===== src/sv/sle_pkg.sv =====
// ----------------------------------------------------------------------------
// sle_pkg: shared types and codes for the sequential list engine
// Command codes and the packed request and response transaction types.
// ----------------------------------------------------------------------------
package sle_pkg;

	localparam int POS_W = 7;
	localparam int OPV_W = 32;

	// command codes
	localparam logic [2:0] CMD_INSERT  = 3'd0;
	localparam logic [2:0] CMD_DELETE  = 3'd1;
	localparam logic [2:0] CMD_LOCATE  = 3'd2;
	localparam logic [2:0] CMD_DELMIN  = 3'd3;
	localparam logic [2:0] CMD_REVERSE = 3'd4;
	localparam logic [2:0] CMD_REMALL  = 3'd5;
	localparam logic [2:0] CMD_READ    = 3'd6;

	typedef struct packed {
		logic [2:0]              cmd;
		logic [POS_W-1:0]        position;
		logic signed [OPV_W-1:0] operand_value;
	} sle_req_t;

	typedef struct packed {
		logic                    ok;
		logic signed [OPV_W-1:0] result_value;
		logic [POS_W-1:0]        found_position;
		logic [POS_W-1:0]        list_count;
	} sle_rsp_t;

endpackage


===== src/sv/sequential_list_engine.sv =====
// ----------------------------------------------------------------------------
// sequential_list_engine: contiguous list of signed words in one memory
// Insert, delete, locate, delete-min, reverse, remove-all and read commands.
// ----------------------------------------------------------------------------
// Usage
//   A command transaction is taken on the rising edge where start is high and
//   busy is low; busy stays high until the command has finished. Exactly one
//   response follows each command: done pulses for one cycle with rsp valid,
//   and the receiver must take it then (it cannot stall the block).
//   All entries live in one synchronous memory with one read and one write
//   port and a registered read. Insert, delete, locate, delete-min,
//   remove-all and reverse walk it one entry a cycle; the single memory
//   read port sets that pace. A rejected command, or a reverse of fewer
//   than two entries, responds without busy going high. Delete-min scans
//   for the minimum and then removes it with the delete walk, which makes
//   it the slowest command. Reset empties the list at once; the memory is
//   not cleared, since only entries below the count are ever used.
// ----------------------------------------------------------------------------
module sequential_list_engine #(
	parameter int DEPTH = 64,
	parameter int WIDTH = 32
) (
	input  logic              clk,
	input  logic              arst_n,
	input  logic              start,
	output logic              busy,
	input  sle_pkg::sle_req_t req,
	output logic              done,
	output sle_pkg::sle_rsp_t rsp
);
	import sle_pkg::*;

	localparam int AW = (DEPTH > 1) ? $clog2(DEPTH) : 1;
	localparam int CW = $clog2(DEPTH + 1);
	localparam int XW = ((CW > POS_W) ? CW : POS_W) + 1;

	// FSM codes
	localparam logic [3:0] ST_IDLE    = 4'd0;
	localparam logic [3:0] ST_INS     = 4'd1;
	localparam logic [3:0] ST_RM      = 4'd2;
	localparam logic [3:0] ST_SCAN    = 4'd3;
	localparam logic [3:0] ST_REV_A   = 4'd4;
	localparam logic [3:0] ST_REV_B   = 4'd5;
	localparam logic [3:0] ST_REV_END = 4'd6;
	localparam logic [3:0] ST_RD      = 4'd7;
	localparam logic [3:0] ST_RD_OUT  = 4'd8;

	// entry storage and its read register
	logic [WIDTH-1:0] entries_q [DEPTH];
	logic [WIDTH-1:0] rd_data_q;

	logic             mem_we;
	logic [AW-1:0]    mem_wa;
	logic [WIDTH-1:0] mem_wd;
	logic [AW-1:0]    mem_ra;

	// control and working registers
	logic [3:0]       state_q;
	logic [2:0]       op_q;
	logic [CW-1:0]    cnt_q;
	logic [CW-1:0]    i_q;
	logic [CW-1:0]    j_q;
	logic [CW-1:0]    found_q;
	logic [AW-1:0]    idx_q;
	logic [AW-1:0]    k_q;
	logic [AW-1:0]    wi_q;
	logic [AW-1:0]    wk_q;
	logic             prev_q;
	logic [WIDTH-1:0] val_q;
	logic [WIDTH-1:0] min_q;
	logic [WIDTH-1:0] hold_q;
	logic [WIDTH-1:0] res_q;
	logic             vld_s1;
	logic [AW-1:0]    idx_s1;
	logic             done_q;
	sle_rsp_t         rsp_q;

	// request decode
	logic [OPV_W+63:0] opv_ext;
	logic [WIDTH-1:0]  val_in;
	logic [XW-1:0]     pos_x;
	logic [XW-1:0]     cnt_x;
	logic [XW-1:0]     pos_m1;
	logic              ins_ok;
	logic              pos_ok;
	logic [CW-1:0]     i_dec;

	function automatic logic [OPV_W-1:0] to_res(input logic [WIDTH-1:0] v);
		logic [WIDTH+OPV_W-1:0] t;
		t = {{OPV_W{1'b0}}, v};
		return t[OPV_W-1:0];
	endfunction

	function automatic logic [POS_W-1:0] to_pos(input logic [CW-1:0] c);
		logic [CW+POS_W-1:0] t;
		t = {{POS_W{1'b0}}, c};
		return t[POS_W-1:0];
	endfunction

	assign opv_ext = {{64{req.operand_value[OPV_W-1]}}, req.operand_value};
	assign val_in  = opv_ext[WIDTH-1:0];
	assign pos_x   = XW'(req.position);
	assign cnt_x   = XW'(cnt_q);
	assign pos_m1  = pos_x - XW'(1);
	assign ins_ok  = (pos_x != '0) && (pos_x <= cnt_x + XW'(1)) && (cnt_q < CW'(DEPTH));
	assign pos_ok  = (pos_x != '0) && (pos_x <= cnt_x);
	assign i_dec   = i_q - CW'(1);

	assign busy = (state_q != ST_IDLE);
	assign done = done_q;
	assign rsp  = rsp_q;

	// memory port steering
	always_comb begin
		mem_we = 1'b0;
		mem_wa = idx_s1;
		mem_wd = rd_data_q;
		mem_ra = i_q[AW-1:0];
		unique case (state_q)
			ST_INS: begin
				mem_ra = i_dec[AW-1:0];
				if (vld_s1) begin
					mem_we = 1'b1;
					mem_wa = idx_s1 + AW'(1);
				end else if (i_q == CW'(idx_q)) begin
					mem_we = 1'b1;
					mem_wa = idx_q;
					mem_wd = val_q;
				end
			end
			ST_RM: begin
				if (vld_s1 && (idx_s1 != idx_q)) begin
					mem_we = 1'b1;
					mem_wa = idx_s1 - AW'(1);
				end
			end
			ST_SCAN: begin
				if (vld_s1 && (op_q == CMD_REMALL) && (rd_data_q != val_q)) begin
					mem_we = 1'b1;
					mem_wa = j_q[AW-1:0];
				end
			end
			ST_REV_A: begin
				mem_ra = i_q[AW-1:0];
				if (prev_q) begin
					mem_we = 1'b1;
					mem_wa = wi_q;
				end
			end
			ST_REV_B: begin
				mem_ra = k_q;
				if (prev_q) begin
					mem_we = 1'b1;
					mem_wa = wk_q;
					mem_wd = hold_q;
				end
			end
			ST_REV_END: begin
				mem_we = 1'b1;
				mem_wa = wk_q;
				mem_wd = hold_q;
			end
			ST_RD: begin
				mem_ra = idx_q;
			end
			default: begin
			end
		endcase
	end

	// single-port-per-direction memory, registered read
	always_ff @(posedge clk) begin
		if (mem_we) begin
			entries_q[mem_wa] <= mem_wd;
		end
		rd_data_q <= entries_q[mem_ra];
	end

	// command sequencer
	always_ff @(posedge clk or negedge arst_n) begin
		if (!arst_n) begin
			state_q <= ST_IDLE;
			op_q    <= CMD_INSERT;
			cnt_q   <= '0;
			i_q     <= '0;
			j_q     <= '0;
			found_q <= '0;
			idx_q   <= '0;
			k_q     <= '0;
			wi_q    <= '0;
			wk_q    <= '0;
			prev_q  <= 1'b0;
			val_q   <= '0;
			min_q   <= '0;
			hold_q  <= '0;
			res_q   <= '0;
			vld_s1  <= 1'b0;
			idx_s1  <= '0;
			done_q  <= 1'b0;
			rsp_q   <= '0;
		end else begin
			done_q <= 1'b0;
			unique case (state_q)
				ST_IDLE: begin
					if (start) begin
						val_q   <= val_in;
						op_q    <= req.cmd;
						vld_s1  <= 1'b0;
						res_q   <= '0;
						found_q <= '0;
						i_q     <= '0;
						j_q     <= '0;
						prev_q  <= 1'b0;
						case (req.cmd) inside
							CMD_INSERT: begin
								if (ins_ok) begin
									idx_q   <= pos_m1[AW-1:0];
									i_q     <= cnt_q;
									state_q <= ST_INS;
								end else begin
									done_q <= 1'b1;
									rsp_q  <= '{1'b0, '0, '0, to_pos(cnt_q)};
								end
							end
							CMD_DELETE: begin
								if (pos_ok) begin
									idx_q   <= pos_m1[AW-1:0];
									i_q     <= pos_m1[CW-1:0];
									state_q <= ST_RM;
								end else begin
									done_q <= 1'b1;
									rsp_q  <= '{1'b0, '0, '0, to_pos(cnt_q)};
								end
							end
							CMD_LOCATE, CMD_REMALL: begin
								state_q <= ST_SCAN;
							end
							CMD_DELMIN: begin
								if (cnt_q != '0) begin
									state_q <= ST_SCAN;
								end else begin
									done_q <= 1'b1;
									rsp_q  <= '{1'b0, '0, '0, to_pos(cnt_q)};
								end
							end
							CMD_REVERSE: begin
								if (cnt_q >= CW'(2)) begin
									k_q     <= AW'(cnt_q - CW'(1));
									state_q <= ST_REV_A;
								end else begin
									done_q <= 1'b1;
									rsp_q  <= '{1'b1, '0, '0, to_pos(cnt_q)};
								end
							end
							CMD_READ: begin
								if (pos_ok) begin
									idx_q   <= pos_m1[AW-1:0];
									state_q <= ST_RD;
								end else begin
									done_q <= 1'b1;
									rsp_q  <= '{1'b0, '0, '0, to_pos(cnt_q)};
								end
							end
							default: begin
								done_q <= 1'b1;
								rsp_q  <= '{1'b0, '0, '0, to_pos(cnt_q)};
							end
						endcase
					end
				end

				// shift up from the top, then drop the new value in
				ST_INS: begin
					if (i_q > CW'(idx_q)) begin
						vld_s1 <= 1'b1;
						idx_s1 <= i_dec[AW-1:0];
						i_q    <= i_dec;
					end else begin
						vld_s1 <= 1'b0;
						if (!vld_s1) begin
							cnt_q   <= cnt_q + CW'(1);
							done_q  <= 1'b1;
							rsp_q   <= '{1'b1, '0, '0, to_pos(cnt_q + CW'(1))};
							state_q <= ST_IDLE;
						end
					end
				end

				// capture the removed entry, then shift the tail down
				ST_RM: begin
					if (vld_s1 && (idx_s1 == idx_q)) begin
						res_q <= rd_data_q;
					end
					if (i_q < cnt_q) begin
						vld_s1 <= 1'b1;
						idx_s1 <= i_q[AW-1:0];
						i_q    <= i_q + CW'(1);
					end else begin
						vld_s1 <= 1'b0;
						if (!vld_s1) begin
							cnt_q   <= cnt_q - CW'(1);
							done_q  <= 1'b1;
							rsp_q   <= '{1'b1, to_res(res_q), '0, to_pos(cnt_q - CW'(1))};
							state_q <= ST_IDLE;
						end
					end
				end

				// linear walk for locate, delete-min and remove-all
				ST_SCAN: begin
					if (vld_s1) begin
						case (op_q)
							CMD_LOCATE: begin
								if ((found_q == '0) && (rd_data_q == val_q)) begin
									found_q <= CW'(idx_s1) + CW'(1);
								end
							end
							CMD_DELMIN: begin
								if ((idx_s1 == '0) || ($signed(rd_data_q) < $signed(min_q))) begin
									min_q <= rd_data_q;
									idx_q <= idx_s1;
								end
							end
							default: begin
								if (rd_data_q != val_q) begin
									j_q <= j_q + CW'(1);
								end
							end
						endcase
					end
					if (i_q < cnt_q) begin
						vld_s1 <= 1'b1;
						idx_s1 <= i_q[AW-1:0];
						i_q    <= i_q + CW'(1);
					end else begin
						vld_s1 <= 1'b0;
						if (!vld_s1) begin
							case (op_q)
								CMD_LOCATE: begin
									done_q  <= 1'b1;
									rsp_q   <= '{1'b1, '0, to_pos(found_q), to_pos(cnt_q)};
									state_q <= ST_IDLE;
								end
								CMD_DELMIN: begin
									i_q     <= CW'(idx_q);
									state_q <= ST_RM;
								end
								default: begin
									cnt_q   <= j_q;
									done_q  <= 1'b1;
									rsp_q   <= '{1'b1, '0, '0, to_pos(j_q)};
									state_q <= ST_IDLE;
								end
							endcase
						end
					end
				end

				// reverse: read low, read high, write both back interleaved
				ST_REV_A: begin
					if (CW'(i_q) < CW'(k_q)) begin
						state_q <= ST_REV_B;
					end else begin
						state_q <= ST_REV_END;
					end
				end
				ST_REV_B: begin
					hold_q  <= rd_data_q;
					wi_q    <= i_q[AW-1:0];
					wk_q    <= k_q;
					prev_q  <= 1'b1;
					i_q     <= i_q + CW'(1);
					k_q     <= k_q - AW'(1);
					state_q <= ST_REV_A;
				end
				ST_REV_END: begin
					done_q  <= 1'b1;
					rsp_q   <= '{1'b1, '0, '0, to_pos(cnt_q)};
					state_q <= ST_IDLE;
				end

				// single read
				ST_RD: begin
					state_q <= ST_RD_OUT;
				end
				ST_RD_OUT: begin
					done_q  <= 1'b1;
					rsp_q   <= '{1'b1, to_res(rd_data_q), '0, to_pos(cnt_q)};
					state_q <= ST_IDLE;
				end

				default: begin
					state_q <= ST_IDLE;
				end
			endcase
		end
	end

endmodule

===== config.mk =====
export PLATFORM = sky130hd
export DESIGN_NAME = sequential_list_engine
export DESIGN_NICKNAME = d
export VERILOG_FILES = /design/src/sv/sle_pkg.sv /design/src/sv/sequential_list_engine.sv
export SDC_FILE = /design/constraint.sdc
export NUM_CORES = 2
export LEC_CHECK = 0
export ABC_AREA = 1
export BUFFER_PORTS_ARGS = -buffer_cell sky130_fd_sc_hd__buf_2
export CORE_ASPECT_RATIO = 2
export CORE_MARGIN = 1
export CORE_UTILIZATION = 51
export DETAILED_ROUTE_END_ITERATION = 12
export PLACE_DENSITY = 0.72
export SYNTH_ARGS = -nofsm -noshare
export SYNTH_HDL_FRONTEND = slang
export SYNTH_SLANG_ARGS = --single-unit

===== constraint.sdc =====
create_clock -name clk -period 5 [get_ports clk]
set_input_delay 1 -clock clk [delete_from_list [all_inputs] [get_ports clk]]
set_output_delay 1 -clock clk [all_outputs]
set_load 0.02 [all_outputs]

==> metrics.md <==
| Metric | Value |
|---|---|
| Synth cell types | slightly above 50 |
| Synthesized flop and latch total | between 2,000 and 2,500 |
| P_leak | about 47 nW |
| FP Rows | between 200 and 250 |
| Post-synthesis cell area | 106,000 um^2 |
| Period utilisation layout | between 90 and 100% |
| Asr flop ratio synth | a little over a tenth |
| Pwr Density | about 730 nW/um^2 |
| Synth warnings | 0 |
| Vias after detailed routing | 77,900 |
| IO Pins | 94 |
| Fin nets | approximately 10,000 |
| Fin crit period | between 4000 and 5000 ps |
| Clock Path Buffers | 4 |
| Hold Buf Count CTS | 0 |
| Seq/Total Area, Yosys | 64.3% |
| Max Slew Vio Count | 0 |
| Worst slack, placed | ~630 ps |
| Worst skew pair latency | ~870 ps |
| Hold Crit Class | primary input to asynchronous set/reset pin |
| Share of cells above drive strength 1 | between 8 and 9% |
| F_max | 0.219 GHz |
| Area grow syn2layout | 11.4% |
| Post-CTS Setup Inserts | 0 |
| Fill cells | 16,800 |
| Main synth FF type | edfxtp_1 |
| EDFF count, synth | between 2,000 and 2,500 |
| Status | completed |
| Max-Slew Margin vs Limit | a little under 9% |
| Die footprint | 210,000 um^2 |
| H-Tree Depth | 4 |
| Final setup fails | 0 |
| Final Hold Fails | 0 |
| Largest family of logic cells by synthesized area | simple AND/OR/NAND/NOR gates |
| CTS Buf Count | 199 |
| Number of global-route vias before repair | 77,000 |
| Iter 0 DRT Violations | ~9,200 |
| CP Capture Type | flip-flop |
| Mean Syn Cell Area | about 11 um^2 |
| Top cells by area, synth | edfxtp_1 (58%), nand3_1 (10%), nand2_1 (6.6%) |
| Final wirelength | 328 mm |
| Maximum vdd drop | between 0.0007 and 0.0008 V |
| Area leader, netlist | edfxtp_1 |
| Gate count after technology mapping | around 10,000 |
| Gpl congestion | 1.01 |
| Die X | 324 um |
| Initial antenna violation count | 17 |
| Core area | roughly 210,000 um^2 |
| Maximum number of pins on one net before global-route repair | about 180 |
| Post-CTS Resized | 0 |
| Port bufs | between 90 and 100 |
| Congestion Overflow GR | 0 |
| Num Clock Sinks | approximately 2,300 |
| First-pass GRT wire length | 485 mm |
| Root Driver | clkbuf_16 |
| CTS tree | yes |
| Maxcap violations | 0 |
| DR pass1 iterations | 9 |
| Total negative setup slack | 0 ps |
| ANT nets after route | 0 |
| Arr. time, crit path | 5160 ps |
| Initial Util | around half |
| Top-area cell type share of the netlist area | between 50% and 60% |
| XOR/XNOR share of the synthesized area | 0.454% |
| Net Count, Synth | ~10,000 |
| Tightest Pin Transition | 1360 ps |
| Dpl hpwl | ~200 mm |
| Synth Area in Compound Gates | 2.75% |
| RSZ-0062 raised after global routing | no |
| Setup slack after layout | 432 ps |
| Kind of critical path | flip-flop to flip-flop |
| Worst Path Required | approximately 5600 ps |
| Routed WL per cell | 25.4 um |
| Adder-Cell Fraction of Synth Area | less than 1% |
| GRT Overall Usage | a little under a third |
| Via density | approximately 6 |
| Layout Skew | 59.7 ps |
| Critical Path Source Type | flip-flop |
| Post-Synth Simple-Gate Area | 24.2% |
| DRC | 0 |
| Mux share of post-synthesis cell area | 0% |
| Worst-path clk slew | 80 ps |
| Crit Path Max Fanout | 95 |
| Die H | between 600 and 700 um |
cell type report:
type	instances	area (um^2)	area share, %
tap	2737	3420	2.90
clock buffer	234	5160	4.37
timing repair buffer	410	4470	3.78
clock inverter	127	1140	0.965
sequential	2323	68200	57.8
antenna	4	10.0	0.00848
inverter	1300	4890	4.14
multi-input combinational	5794	30800	26.1
synthesized netlist by cell type, types with 6 or more instances:
cell type / count
nand3_1: 2216
edfxtp_1: 2048
nand2_1: 1858
inv_1: 1287
nand3b_1: 864
buf_2: 311
clkbuf_1: 289
dfrtp_1: 243
o21ai_0: 229
nor2_1: 186
a21oi_1: 81
ha_1: 71
buf_1: 46
o221ai_1: 43
o2111ai_1: 42
o211ai_1: 39
dfxtp_1: 32
xor2_1: 28
xnor2_1: 27
nand4_1: 25
nor3_1: 23
buf_4: 11
o31ai_1: 11
inv_2: 7
clkinv_1: 6
stage by stage:
| stage | std cells | hold slack (ps) | utilization (%) | power, mW | cell area, um^2 |
|---|---|---|---|---|---|
| 2_1_floorplan | 10100 | 442 | - | 52.0 | 106000 |
| 3_3_place_gp | 12600 | 467 | 54.1 | 69.0 | 112000 |
| 5_1_grt | 12900 | 299 | 57.1 | 89.2 | 118000 |
| 4_1_cts | 12900 | 240 | 57.1 | 85.1 | 118000 |
| 3_5_place_dp | 12600 | 475 | 54.1 | 69.8 | 112000 |
| 6_report | 12900 | 233 | 57.1 | 86.2 | 118000 |
logic make-up (layout without fill, tap and decap cells):
| logic type | count (synthesis) | in the layout |
|---|---|---|
| xor gates and xnor gates | 55 | 55 |
| adders and majority gates | 71 | 71 |
| DFF | 2323 | 2323 |
| other | 0 | 4 |
| AOI/OAI and AO/OA | 476 | 476 |
| and+or+nand+nor | 5192 | 5192 |
| buffers and inverters | 1962 | 2071 |
flip-flops by register name (all words and copies together) (netlist names):
register,flops
found_q,7
rd_data_q,32
j_q,7
entries_q,2048
min_q,32
done,1
vld_s1,1
wk_q,6
cnt_q,7
val_q,32
i_q,7
k_q,6
rsp,47
wi_q,6
res_q,32
prev_q,1
op_q,3
state_q,4
idx_s1,6
idx_q,6
hold_q,32
metal layers:
layer | part of all wire, % | global-route usage (%) | vias up
li1 | - | - | 34500
met1 | 32 | 32.1 | 37700
met2 | 51 | 54.9 | 4341
met3 | 7.3 | 4.19 | 1324
met4 | 9.5 | 25.8 | 22
met5 | 0.050 | 0 | -
where the power goes:
part	internal, mW	switching [mW]	leakage [nW]
logic	11.1	32.6	21.5
clock network	8.34	7.16	3.04
registers	26.2	0.853	22.0
cells in the final DEF, fill, tap and decap left out, types with 129 or more instances in the layout:
master	netlist	final
buf_4	11	187
nand3b_1	864	864
inv_1	1287	1284
clkbuf_16	0	201
o21ai_0	229	228
nand2_1	1858	1857
edfxtp_1	2048	2048
buf_12	0	129
dfrtp_1	243	243
nand3_1	2216	2216
critical path: stages (launching register included):
cell	delay [ps]
dfrtp_1	420
nor2_2	270
nand2_2	120
nand2_4	190
nand4_1	720
nand2_8	330
buf_4	860
nand2_1	130
nand3_1	120
nand3_1	120
nand3_1	120
nand3_1	140
nand3_1	290
nand2_1	410
path summary, 6_finish.rpt:
| path | from | end | slack, ps | cells after the start |
|---|---|---|---|---|
| min in group clk | req[8] | val_q[8]$_DFFE_PN0P_ | 360 | 3 |
| max reg2reg | state_q[3]$_DFFE_PN0P_ | rd_data_q[30]$_DFF_P_ | 430 | 13 |
| max | state_q[3]$_DFFE_PN0P_ | rd_data_q[30]$_DFF_P_ | 430 | 13 |
| min | arst_n | hold_q[27]$_DFFE_PN0P_ | 230 | 1 |
| min reg2reg | min_q[17]$_DFFE_PN0P_ | min_q[17]$_DFFE_PN0P_ | 490 | 2 |
| max in group asynchronous | arst_n | idx_s1[5]$_DFFE_PN0P_ | 3690 | 2 |
No activity file was read; power rests on OpenSTA's default activity.
